### src/u8u16_pkg.sv
// ----------------------------------------------------------------------------
// u8u16_pkg
// Types and constants shared by the UTF-8 to UTF-16 stream decoder.
// ----------------------------------------------------------------------------
`default_nettype none

package u8u16_pkg;

    localparam logic [7:0]  LEAD_TWO    = 8'hC0;
    localparam logic [7:0]  LEAD_THREE  = 8'hE0;
    localparam logic [7:0]  LEAD_FOUR   = 8'hF0;
    localparam logic [7:0]  LEAD_BAD    = 8'hF8;
    localparam logic [7:0]  ASCII_LIMIT = 8'h80;
    localparam logic [5:0]  CONT_MASK   = 6'h3F;
    localparam logic [5:0]  HI_SURR_TAG = 6'b110110;
    localparam logic [5:0]  LO_SURR_TAG = 6'b110111;
    localparam logic [4:0]  SURR_TOP5   = 5'b11011;
    localparam logic [4:0]  PLANE_MAX   = 5'h10;

    localparam logic [1:0]  UNITS_NONE  = 2'd0;
    localparam logic [1:0]  UNITS_ONE   = 2'd1;
    localparam logic [1:0]  UNITS_PAIR  = 2'd2;

    typedef struct packed {
        logic [1:0]  units;
        logic [15:0] first_unit;
        logic [15:0] second_unit;
    } t_units;

    typedef struct packed {
        logic [1:0]  pending;
        logic [20:0] partial;
    } t_seq_state;

endpackage

`default_nettype wire

### src/u8u16_byte_if.sv
// ----------------------------------------------------------------------------
// u8u16_byte_if
// Valid/ready channel carrying one UTF-8 byte per word.
// ----------------------------------------------------------------------------
`default_nettype none

interface u8u16_byte_if;
    logic       valid;
    logic       ready;
    logic [7:0] data_byte;

    modport source (output valid, output data_byte, input ready);
    modport sink   (input valid, input data_byte, output ready);
endinterface

`default_nettype wire

### src/u8u16_unit_if.sv
// ----------------------------------------------------------------------------
// u8u16_unit_if
// Valid/ready channel carrying one UTF-16 code unit per word.
// ----------------------------------------------------------------------------
`default_nettype none

interface u8u16_unit_if;
    logic        valid;
    logic        ready;
    logic [15:0] code_unit;
    logic        last_of_run;

    modport source (output valid, output code_unit, output last_of_run, input ready);
    modport sink   (input valid, input code_unit, input last_of_run, output ready);
endinterface

`default_nettype wire

### src/u8u16_decode.sv
// ----------------------------------------------------------------------------
// u8u16_decode
// Byte decode: next sequence state and the code units a byte completes.
// ----------------------------------------------------------------------------
`default_nettype none

module u8u16_decode (
    input  wire logic [7:0]             i_data_byte,
    input  wire u8u16_pkg::t_seq_state  i_state,
    output u8u16_pkg::t_seq_state       o_state,
    output u8u16_pkg::t_units           o_units
);

    logic [20:0] code_point;
    logic [19:0] offset;
    logic [1:0]  pend_dec;

    assign code_point = {i_state.partial[14:0], i_data_byte[5:0] & u8u16_pkg::CONT_MASK};
    assign offset     = code_point[19:0] - 20'h10000;
    assign pend_dec   = i_state.pending - 2'd1;

    always_comb begin
        o_state             = i_state;
        o_units.units       = u8u16_pkg::UNITS_NONE;
        o_units.first_unit  = code_point[15:0];
        o_units.second_unit = {u8u16_pkg::LO_SURR_TAG, offset[9:0]};

        if (i_state.pending != 2'd0) begin
            o_state.partial = code_point;
            o_state.pending = pend_dec;
            if (pend_dec == 2'd0) begin
                if (code_point[20:16] == 5'd0) begin
                    if (code_point[15:11] != u8u16_pkg::SURR_TOP5) begin
                        o_units.units = u8u16_pkg::UNITS_ONE;
                    end
                end else if (code_point[20:16] <= u8u16_pkg::PLANE_MAX) begin
                    o_units.units      = u8u16_pkg::UNITS_PAIR;
                    o_units.first_unit = {u8u16_pkg::HI_SURR_TAG, offset[19:10]};
                end
            end
        end else if (i_data_byte < u8u16_pkg::ASCII_LIMIT) begin
            o_units.units      = u8u16_pkg::UNITS_ONE;
            o_units.first_unit = {8'd0, i_data_byte};
        end else if (i_data_byte < u8u16_pkg::LEAD_TWO) begin
            o_state = i_state;
        end else if (i_data_byte < u8u16_pkg::LEAD_THREE) begin
            o_state.partial = {16'd0, i_data_byte[4:0]};
            o_state.pending = 2'd1;
        end else if (i_data_byte < u8u16_pkg::LEAD_FOUR) begin
            o_state.partial = {17'd0, i_data_byte[3:0]};
            o_state.pending = 2'd2;
        end else if (i_data_byte < u8u16_pkg::LEAD_BAD) begin
            o_state.partial = {18'd0, i_data_byte[2:0]};
            o_state.pending = 2'd3;
        end
    end

endmodule

`default_nettype wire

### src/utf8_to_utf16_stream_decoder.sv
// ----------------------------------------------------------------------------
// utf8_to_utf16_stream_decoder
// UTF-8 byte stream in, UTF-16 code unit stream out.
// ----------------------------------------------------------------------------
// One byte is taken per cycle, except while the output holds an untaken unit
// or a high surrogate. A byte that completes a BMP character, or an ASCII
// byte, gives one code unit in the cycle after it is taken; a supplementary
// character gives a high then a low surrogate, held as a pair by the output
// register. Bytes that give no unit (lead bytes, continuation bytes not yet
// closing a sequence, stray or invalid bytes, dropped values) are still
// taken. last_of_run marks the final unit of each character. Continuation
// bytes are not checked; surrogate values and values above 10FFFF are dropped.
`default_nettype none

module utf8_to_utf16_stream_decoder (
    input  wire logic     i_clk,
    input  wire logic     i_rst_n,
    u8u16_byte_if.sink    i_byte,
    u8u16_unit_if.source  o_unit
);

    u8u16_pkg::t_seq_state r_state;
    u8u16_pkg::t_seq_state n_state;
    u8u16_pkg::t_units     dec_units;

    logic        r_valid;
    logic        r_second;
    logic [15:0] r_unit;
    logic        r_last;
    logic [15:0] r_second_unit;
    logic        in_take;
    logic        out_take;

    u8u16_decode u_decode (
        .i_data_byte (i_byte.data_byte),
        .i_state     (r_state),
        .o_state     (n_state),
        .o_units     (dec_units)
    );

    assign i_byte.ready       = !r_valid || (o_unit.ready && !r_second);
    assign in_take            = i_byte.valid && i_byte.ready;
    assign out_take           = r_valid && o_unit.ready;
    assign o_unit.valid       = r_valid;
    assign o_unit.code_unit   = r_unit;
    assign o_unit.last_of_run = r_last;

    always_ff @(posedge i_clk) begin
        if (!i_rst_n) begin
            r_state  <= '0;
            r_valid  <= 1'b0;
            r_second <= 1'b0;
        end else begin
            if (in_take) begin
                r_state <= n_state;
                case (dec_units.units)
                    u8u16_pkg::UNITS_ONE: begin
                        r_valid  <= 1'b1;
                        r_unit   <= dec_units.first_unit;
                        r_last   <= 1'b1;
                        r_second <= 1'b0;
                    end
                    u8u16_pkg::UNITS_PAIR: begin
                        r_valid       <= 1'b1;
                        r_unit        <= dec_units.first_unit;
                        r_last        <= 1'b0;
                        r_second      <= 1'b1;
                        r_second_unit <= dec_units.second_unit;
                    end
                    default: begin
                        r_valid  <= 1'b0;
                        r_second <= 1'b0;
                    end
                endcase
            end else if (out_take) begin
                if (r_second) begin
                    r_unit   <= r_second_unit;
                    r_last   <= 1'b1;
                    r_second <= 1'b0;
                end else begin
                    r_valid <= 1'b0;
                end
            end
        end
    end

endmodule

`default_nettype wire

### src/flat_wrapper.sv
// flat-port wrapper written by rule: the top's interface ports become plain ports
module utf8_to_utf16_stream_decoder_flat 
  (i_clk, i_rst_n, i_byte_valid, i_byte_data_byte, i_byte_ready, o_unit_valid, o_unit_code_unit, o_unit_last_of_run, o_unit_ready);
  u8u16_byte_if i_byte_i ();
  u8u16_unit_if o_unit_i ();
  input  wire logic i_clk;
  input  wire logic i_rst_n;
  input wire logic [$bits(i_byte_i.valid)-1:0] i_byte_valid;
  input wire logic [$bits(i_byte_i.data_byte)-1:0] i_byte_data_byte;
  output wire logic [$bits(i_byte_i.ready)-1:0] i_byte_ready;
  output wire logic [$bits(o_unit_i.valid)-1:0] o_unit_valid;
  output wire logic [$bits(o_unit_i.code_unit)-1:0] o_unit_code_unit;
  output wire logic [$bits(o_unit_i.last_of_run)-1:0] o_unit_last_of_run;
  input wire logic [$bits(o_unit_i.ready)-1:0] o_unit_ready;
  assign i_byte_i.valid = i_byte_valid;
  assign i_byte_i.data_byte = i_byte_data_byte;
  assign i_byte_ready = i_byte_i.ready;
  assign o_unit_valid = o_unit_i.valid;
  assign o_unit_code_unit = o_unit_i.code_unit;
  assign o_unit_last_of_run = o_unit_i.last_of_run;
  assign o_unit_i.ready = o_unit_ready;
  utf8_to_utf16_stream_decoder u_core (.i_clk(i_clk), .i_rst_n(i_rst_n), .i_byte(i_byte_i), .o_unit(o_unit_i));
endmodule
### config.mk
export PLATFORM = sky130hd
export DESIGN_NAME = utf8_to_utf16_stream_decoder_flat
export DESIGN_NICKNAME = d
export VERILOG_FILES = /design/src/u8u16_pkg.sv /design/src/u8u16_byte_if.sv /design/src/u8u16_unit_if.sv /design/src/u8u16_decode.sv /design/src/utf8_to_utf16_stream_decoder.sv /design/src/flat_wrapper.sv
export SDC_FILE = /design/constraint.sdc
export NUM_CORES = 1
export LEC_CHECK = 0
export BUFFER_PORTS_ARGS = -buffer_cell sky130_fd_sc_hd__buf_2
export CAP_MARGIN = 20
export CORE_UTILIZATION = 53
export CTS_BUF_LIST = sky130_fd_sc_hd__clkbuf_4
export DETAILED_ROUTE_END_ITERATION = 16
export PLACE_DENSITY = 0.77
export SETUP_SLACK_MARGIN = 0.1
export SLEW_MARGIN = 20
export SYNTH_ARGS = -nofsm -noshare
export SYNTH_HDL_FRONTEND = slang
export SYNTH_SLANG_ARGS = --single-unit
### constraint.sdc
create_clock -name i_clk -period 2.8 [get_ports i_clk]
set_clock_uncertainty 0.2 [all_clocks]
set_input_delay 0.42 -clock i_clk [delete_from_list [all_inputs] [get_ports i_clk]]
set_output_delay 0.42 -clock i_clk [all_outputs]
set_load 0.01 [all_outputs]
After elaboration in Yosys (flattened, before gate mapping)

Index checks and enable logic that the tools add are counted.

Flip-flop bits (word level): 46
Output and inout port bits: 19
Logic and storage cells: 69
Bits of input ports: 12

Order comparisons: 6
Equal/unequal tests: 8
Add/subtract/negate cells: 2
Muxes and demuxes: 28
Reductions and logical operators: 18

Operators by type and width:

| cell                     | count |
|---|---|
| $mux W23                 | 6 |
| $mux W16                 | 5 |
| $mux W18                 | 3 |
| $lt A8 B8 Y1 const B     | 5 |
| $sub A20 B17 Y20 const B | 1 |
| $mux W17                 | 1 |
| $reduce_and A4 Y1        | 3 |
| $mux W1                  | 11 |
| $ne A2 B2 Y1 const B     | 4 |
| $reduce_bool A2 Y1       | 3 |
| $le A5 B5 Y1 const B     | 1 |
| $logic_not A5 Y1         | 1 |
| $ne A5 B5 Y1 const B     | 1 |
| $reduce_bool A4 Y1       | 1 |
| $logic_and A1 B1 Y1      | 3 |
| $ne A3 B3 Y1 const B     | 1 |
| $reduce_and A3 Y1        | 1 |
| $eq A2 B1 Y1 const B     | 1 |
| $eq A2 B2 Y1 const B     | 1 |
| $logic_not A1 Y1         | 2 |
| $logic_not A2 Y1         | 1 |
| $mux W2                  | 1 |
| $pmux W1 S2              | 1 |
| $reduce_and A2 Y1        | 1 |
| 3 further kinds          | 3 |

Logic depth before layout (Yosys ltp)

Gate-level depths: netlist of the first run.

Word-level depth: 9
Mapped depth: 10
Depth with buffers taken out: 10

By module

From an unflattened synthesis of the first run, not the netlist that was laid out.

Cell total of the unflattened synthesis: 318
Area, all modules: 3140.5 um2

Modules (own cells, without submodules):

| module                       | times used | cells an instance | area each (um2) | seq. area each (um2) |
|---|---|---|---|---|
| utf8_to_utf16_stream_decoder | 1          | 173               | 2280.9          | 1491.4 |
| u8u16_decode                 | 1          | 145               | 859.6           | 0.0 |

Worst setup path before layout of the first run

OpenSTA, ideal clock, no wires.

Path type: reg-to-reg
From: register u_core.r_state[10] (netlist name)
To: register u_core.r_unit[0] (netlist: u_core.o_unit.code_unit[0]) (enable)
Arrival time: 2533 ps
Required time: 2203 ps
Cell stages (with the launch flop): 11
Slack: -329 ps
Period minus slack after synthesis: 3129 ps
Library setup time: 397 ps
Buffers on the path: 0
Cell sequence: dfxtp_1 > inv_1 > ha_1 > nand2_1 > inv_1 > ha_1 > o21ai_0 > a21o_1 > ha_1 > nand2b_1 > a21oi_1

Word-level cells in the longest chain between the ends: 9
Elaborated cells on any way between the ends: 11
Classes of those cells: 1 x order compare; 3 x eq/ne; 4 x mux; 3 x reduce/logical

Ends and longest elaborated chain:

| what                                                | RTL line                           | source |
|---|---|---|
| start: declaration                                  | utf8_to_utf16_stream_decoder.sv:22 | `u8u16_pkg::t_seq_state r_state;` |
| start signal: assignment                            | utf8_to_utf16_stream_decoder.sv:55 | `r_state <= n_state;` |
| $le A5 B5 Y1                                        | u8u16_decode.sv:36                 | `end else if (code_point[20:16] <= u8u16_pkg::PLANE_MAX) begin` |
| $mux W18                                            | u8u16_decode.sv:36                 |  |
| $mux W2 *                                           | u8u16_decode.sv:32                 | `if (code_point[20:16] == 5'd0) begin` |
| $mux W18 *                                          | u8u16_decode.sv:31                 | `if (pend_dec == 2'd0) begin` |
| $mux W18 *                                          | u8u16_decode.sv:28                 | `if (i_state.pending != 2'd0) begin` |
| $eq A2 B1 Y1 / $eq A2 B2 Y1 (equally long branches) | utf8_to_utf16_stream_decoder.sv:56 | `case (dec_units.units)` |
| $reduce_or A2 Y1 (no line) *                        | --                                 |  |
| $ne A2 B2 Y1 (no line) *                            | --                                 |  |
| $reduce_and A4 Y1 (no line) *                       | --                                 |  |
| end signal: assignment                              | utf8_to_utf16_stream_decoder.sv:59 | `r_unit <= dec_units.first_unit;` |
| end signal: assignment                              | utf8_to_utf16_stream_decoder.sv:65 | `r_unit <= dec_units.first_unit;` |
| end signal: assignment                              | utf8_to_utf16_stream_decoder.sv:77 | `r_unit <= r_second_unit;` |
| end: declaration                                    | utf8_to_utf16_stream_decoder.sv:28 | `logic [15:0] r_unit;` |

Mark *: on every way between the ends. The rest lies on a longest branch, timed or not.
A chain may end at the register's enable or synchronous reset.

Worst setup path after layout of the first run

From: register u_core.r_state[10] (netlist name)
To: register u_core.r_unit[15] (netlist: u_core.o_unit.code_unit[15]) (enable)

Same word-level chain as after synthesis.

==> impl_metrics.yaml, run 1 <==
yosys:
  ys.flop_type: "edfxtp_1"
  yosys_warnings: 0
  ys_seq_elements: 46
  synthArstFlopShare_pct: 0
  synth_edf_count: 27
  syn_nets: 217
  netlist_area_um2: 2140
  synth.distinct_cells: 40
  synth_area_per_cell_um2: 10.7
  ys_seq_area_share_pct: 55.7
  synthCells: 200
floorplan:
  die_h_um: 65.5
  rows: 22
  die_area_um2: 4290
  io_pins: 31
  initial_core_util_pct: 56.7
  core_area_um2: 3770
  die_x_um: 65.5
clock_tree:
  clockBufferDepth: 2
  htreeDepth: 2
  root_buffer: "clkbuf_4"
  tritoncts: "yes"
  numCtsBuffers: 5
  worstSkewPairLatency_ps: 360
  cts_setup_buffers: 0
  numClockSinks: 46
  ctsHoldBuffers: 0
  cts.clk_slew.worst_paths_ps: 140
worst_setup_path:
  arrival_ps: 2420
  start_kind: "flop"
  path_max_fanout: 17
  critPathCaptureType: "flop"
  required_ps: 2680
  crit_type: "reg2reg"
cells_and_area:
  area_growth_pct: 14.0
  final_cells: 281
  antenna_cells: 0
  design_area_um2: 2440
  drive_above_1_share_pct: 23.2
  finalNetCount: 249
  nFillCells: 293
timing:
  rsz0062_at_grt: "no"
  worstMarginPinSlew_ps: 748
  finalHoldViolations: 0
  finalSetupViolations: 0
  period_share_pct: 90.5
  setup_tns_ps: 0
  max_slew_margin_pct: 50.1
  fin_crit_ps: 2530
  fmax_ghz: 0.395
  drv_slew: 0
  whs_ps: 59.7
placed_design:
  place.gp.congestion: 0.863
  dp.cells: 273
  dp_hpwl_um: 3230
  placed_area_um2: 2330
  portBuffers: 30
routing:
  vias: 1600
  drt-total-wl_um: 4440
  remaining_drc_errors: 0
  drt-wirelength-per-cell_um: 15.8
  firstDrtPassIters: 4
  antenna_left: 0
  drt-vias-per-instance: 5.69
  drt-initial-drc-count: 91
pwr:
  p_leak_nw: 0.889
  peakVddDrop_v: 0.000322
  p_per_area_nw_per_um2: 519
grt:
  grt_pass1_vias: 1463
  overflow: 0
  grt_pass1_wl_um: 7160
  grt_use_total_pct: 23.0
  grt_max_degree: 25
  antenna_found_initial: 0
run_status:
  status: "complete, no violations"
run:
  cap_violations: 0
hold_path:
  hp-class: "in2reg"
metrics by stage:
step | power [W] | util [%] | setup slack [ps]
after floorplan | 0.000833 | - | 179
after global placement | 0.000871 | 61.8 | 157
after detailed placement | 0.000873 | 61.8 | 77.3
after CTS | 0.00127 | 64.0 | 118
after global routing | 0.00132 | 64.6 | 119
final | 0.00126 | 64.6 | 266
layout by cell type, fill, tap and decap left out, drive strengths merged, types with 2 or more instances in the layout:
cell	count
a211o	3
a21o	3
nor3	2
xnor2	2
inv	8
clkbuf	5
nand2	43
nand3	5
edfxtp	27
dfxtp	19
a21boi	4
o21ai	13
o22ai	11
buf	34
and3	4
nor2	8
ha	5
mux2i	10
nand2b	4
a21oi	9
nand3b	2
power by group:
group	leakage (nW)	switching [W]	internal [W]
logic	0.446	0.0000736	0.0000455
clock network	0.0456	0.000213	0.000190
registers	0.397	0.0000109	0.000731
total	0.889	0.000297	0.000967
flip-flops by register name, summed over array words and instances, names as in the netlist:
| register | flops |
|---|---|
| u_core.r_second | 1 |
| u_core.r_state | 17 |
| u_core.o_unit.code_unit | 16 |
| u_core.r_second_unit | 10 |
| u_core.o_unit.last_of_run | 1 |
| u_core.o_unit.valid | 1 |
logic make-up (layout without fill, tap and decap cells):
logic type	Yosys count	count (layout)	synth area share (%)
flip-flops	46	46	55.7
buffers and inverters	16	49	3.98
adder cells (fa/ha/maj)	5	5	2.93
multiplexers	10	10	4.68
AO/OA/AOI/OAI	49	49	15.3
AND/OR/NAND/NOR	72	72	16.5
XOR/XNOR	2	2	0.820
cells in the mapped netlist, types with 3 or more instances:
cell type | number | area share (%)
nand2_1 | 43 | 7.6
edfxtp_1 | 27 | 38
dfxtp_1 | 19 | 18
o22ai_1 | 11 | 3.2
mux2i_1 | 10 | 4.7
o21ai_0 | 10 | 2.3
nor2_1 | 8 | 1.4
a21oi_1 | 7 | 1.6
inv_1 | 7 | 1.2
ha_1 | 5 | 2.9
nand3_1 | 5 | 1.2
and3_1 | 4 | 1.2
a211o_1 | 3 | 1.2
a21boi_0 | 3 | 1.1
clkbuf_1 | 3 | 0.53
nand2b_1 | 3 | 0.88
what timing repair did:
item / in CTS / in global routing
setup endpoints to repair: 17 / 17
gates resized for setup: 1 / 4
cloned: 0 / 0
worst max-delay path, cell delays in order, from the launching register on:
cell      delay (ps)
dfxtp_1          350
inv_1             60
ha_1             180
nand2_1          100
inv_1            110
ha_4             180
o21ai_0           90
a21o_1           180
ha_1             270
nand2b_1         190
a21oi_4          160
buf_12           170
final timing paths:
check / from / to / slack, ps / cells after the start
hold / removal: i_byte_data_byte[0] / u_core.r_second_unit[0] / 60 / 1
setup / recovery: u_core.r_state[10] / u_core.o_unit.code_unit[15] / 270 / 11
setup reg to reg: u_core.r_state[10] / u_core.o_unit.code_unit[15] / 270 / 11
hold reg to reg: u_core.r_state[0] / u_core.r_second_unit[6] / 270 / 0
area by class of cell:
type,instances,area (µm²),area share [%]
multi-input cells,138,885,36.3
clock inverters,3,43.8,1.80
clock buffers,5,37.5,1.54
well taps,48,60.1,2.47
flip-flops and latches,46,1190,48.9
repair buffers,34,193,7.91
inverters,7,26.3,1.08
per-layer routing:
metal	routed length, µm	share of wire [%]	GRT usage, %	vias up
met2	2120	48	37.4	51
met1	1960	44	29.7	749
li1	-	-	-	788
met4	103	2.3	8.97	0
met3	258	5.8	5.03	12
met5	0	0	0	-
No activity file was read; power rests on OpenSTA's default activity.
==> run 2: changes to the inputs <==
--- a/config.mk
+++ b/config.mk
@@ -5,10 +5,11 @@
 export SDC_FILE = /design/constraint.sdc
 export NUM_CORES = 1
 export LEC_CHECK = 0
-export BUFFER_PORTS_ARGS = -buffer_cell sky130_fd_sc_hd__buf_2
+export BUFFER_PORTS_ARGS = -buffer_cell sky130_fd_sc_hd__buf_4
 export CAP_MARGIN = 20
 export CORE_UTILIZATION = 53
 export CTS_BUF_LIST = sky130_fd_sc_hd__clkbuf_4
+export CTS_CLUSTER_DIAMETER = 200
 export DETAILED_ROUTE_END_ITERATION = 16
 export PLACE_DENSITY = 0.77
 export SETUP_SLACK_MARGIN = 0.1
==> run 2 against run 1 <==
- sequential cell count stayed put
- cell count is 0.36% lower
- count of clock-buffer cells in the layout stayed put
- worst hold slack worse by 6.1 ps
- sequential share of layout area is 0.79 points lower
- non-clock buffer count is 1 lower
- sequential power hardly changed
- largest cell class unchanged
==> impl_metrics.yaml, run 2 (same netlist as run 1, synthesis figures left out) <==
worst_setup_path:
  ff2ff_setup_slack_ps: 250
  start_kind: "flop"
  timing.rr.start: "u_core.r_state[10]"
  critPathLaunch: "u_core.r_state[10]"
  required_ps: 2680
  crit_path_max_incr_delay_ps: 350
  timing.rr.end: "u_core.o_unit.code_unit[0]"
  r2r_cells: 11
  worstSetupEndpoint: "u_core.o_unit.code_unit[0]"
  critPathCaptureType: "flop"
  worst_path_max_delay_cell: "dfxtp_1"
  crit_type: "reg2reg"
  path_max_fanout: 17
  arrival_ps: 2440
  path_cells: "inv_1 -> ha_1 -> nand2_1 -> inv_1 -> ha_4 -> o21ai_0 -> a21o_1 -> ha_1 -> nand2b_1 -> a21oi_4 -> buf_12"
placed_design:
  portBuffers: 30
  dp_hpwl_um: 3240
  dpl_worst_slack_ps: 86.3
  place.gp.congestion: 0.880
timing:
  period_share_pct: 91.1
  fmax_ghz: 0.392
  max_slew_margin_pct: 49.4
  layout_setup_ws_ps: 248
  rsz0062_at_grt: "no"
  finalHoldViolations: 0
  fin_crit_ps: 2550
  setup_tns_ps: 0
  finalSetupViolations: 0
  worstMarginPinSlew_ps: 759
  drv_slew: 0
clock_tree:
  numClockSinks: 46
  root_buffer: "clkbuf_4"
  clockBufferDepth: 2
  tritoncts: "yes"
  numCtsBuffers: 5
  worstSkewPairLatency_ps: 350
  cts.clk_slew.worst_paths_ps: 130
  htreeDepth: 2
  ctsHoldBuffers: 0
hold_path:
  hp-class: "in2reg"
grt:
  grt_pass1_vias: 1505
  overflow: 0
  grt_use_total_pct: 23.1
  antenna_found_initial: 0
  grt_pass1_wl_um: 7350
  grt_max_degree: 29
floorplan:
  core_area_um2: 3770
  die_area_um2: 4290
  die_x_um: 65.5
  io_pins: 31
  rows: 22
  initial_core_util_pct: 56.7
  die_h_um: 65.5
pwr:
  p_per_area_nw_per_um2: 473
  clockPowerShare_pct: 25.6
  comb_power_share_pct: 10.9
  seqPwrFrac_pct: 63.5
  intPower_w: 0.000879
  p_switching_w: 0.000291
  p_leak_nw: 0.895
  netSwitchingFraction_pct: 24.9
  peakVddDrop_v: 0.000308
cells_and_area:
  drive_above_1_share_pct: 22.0
  largest_reg_flops: 17
  layout.cells.most_common_list: "nand2_1, buf_4, edfxtp_1, dfxtp_1, o22ai_1"
  regMostFlops: "u_core.r_state"
  area_growth_pct: 15.9
  final_common_cell: "nand2_1"
  nFillCells: 305
  finalNetCount: 248
  antenna_cells: 0
routing:
  drt-total-wl_um: 4430
  drt-wirelength-per-cell_um: 15.8
  firstDrtPassIters: 4
  vias: 1626
  drt-initial-drc-count: 112
  remaining_drc_errors: 0
  antenna_left: 0
  drt-vias-per-instance: 5.81
run:
  cap_violations: 0
run_status:
  status: "complete, no violations"
## run 2: what timing repair did
action | 4_1_cts | 5_1_grt
resized for setup | 1 | 4
endpoints found under the setup margin | 17 | 17
gates cloned | 0 | 0
buffers inserted | 0 | 0
## run 2: area by class of cell
type,count,area [µm²],share of cell area (%)
Clock buffer,5,37.5,1.52
Clock inverter,3,16.3,0.657
Inverter,7,26.3,1.06
Multi-Input combinational cell,138,885,35.7
Sequential cell,46,1190,48.1
Tap cell,48,60.1,2.43
Timing Repair Buffer,33,260,10.5
## run 2: how the worst min path moves through the flow
stage / from / depth (start not counted) / slack (ps) / end
after floorplan: u_core.r_state[0] / 0 / 230 / u_core.r_second_unit[6]
after global placement: u_core.r_state[0] / 0 / 260 / u_core.r_second_unit[6]
after detailed placement: u_core.r_state[0] / 0 / 260 / u_core.r_second_unit[6]
after CTS: i_byte_data_byte[0] / 1 / 50 / u_core.r_second_unit[0]
after global routing: i_byte_data_byte[0] / 1 / 30 / u_core.r_second_unit[0]
final: i_byte_data_byte[0] / 1 / 50 / u_core.r_second_unit[0]
## run 2: power by group through the flow
stage | Clock [W] | Combinational [W] | Sequential (W)
after floorplan | 0 | 0.0000748 | 0.000758
after global placement | 0 | 0.000122 | 0.000757
after detailed placement | 0 | 0.000125 | 0.000758
after CTS | 0.000305 | 0.000125 | 0.000742
after global routing | 0.000331 | 0.000140 | 0.000744
final | 0.000300 | 0.000128 | 0.000743
## run 2: layer usage
layer  up-vias  GRT usage (%)  part of all wire, %
li1        784              -                    -
met1       778           31.7                   43
met2        56           36.1                   48
met3         8           4.69                  7.2
met4         0           8.42                  1.2
met5         -              0                    0
## run 2: per-stage QoR
step / total power, W / cell area [µm²] / cells / utilization (%) / hold WS (ps)
2_1_floorplan: 0.000833 / 2150 / 200 / - / 230
3_3_place_gp: 0.000880 / 2400 / 272 / 63.6 / 263
3_5_place_dp: 0.000882 / 2400 / 272 / 63.6 / 260
4_1_cts: 0.00117 / 2450 / 280 / 65.1 / 48.0
5_1_grt: 0.00122 / 2480 / 280 / 65.7 / 34.3
6_report: 0.00117 / 2480 / 280 / 65.7 / 53.6
## run 2: worst max-delay path: cells and delay by family, from the launching register on
kind / cells / cell delay [ps]
AND/OR/NAND/NOR: 2 / 290
AO/OA/AOI/OAI: 3 / 430
adder cells (fa/ha/maj): 3 / 640
buffers and inverters: 3 / 350
flip-flops: 1 / 350
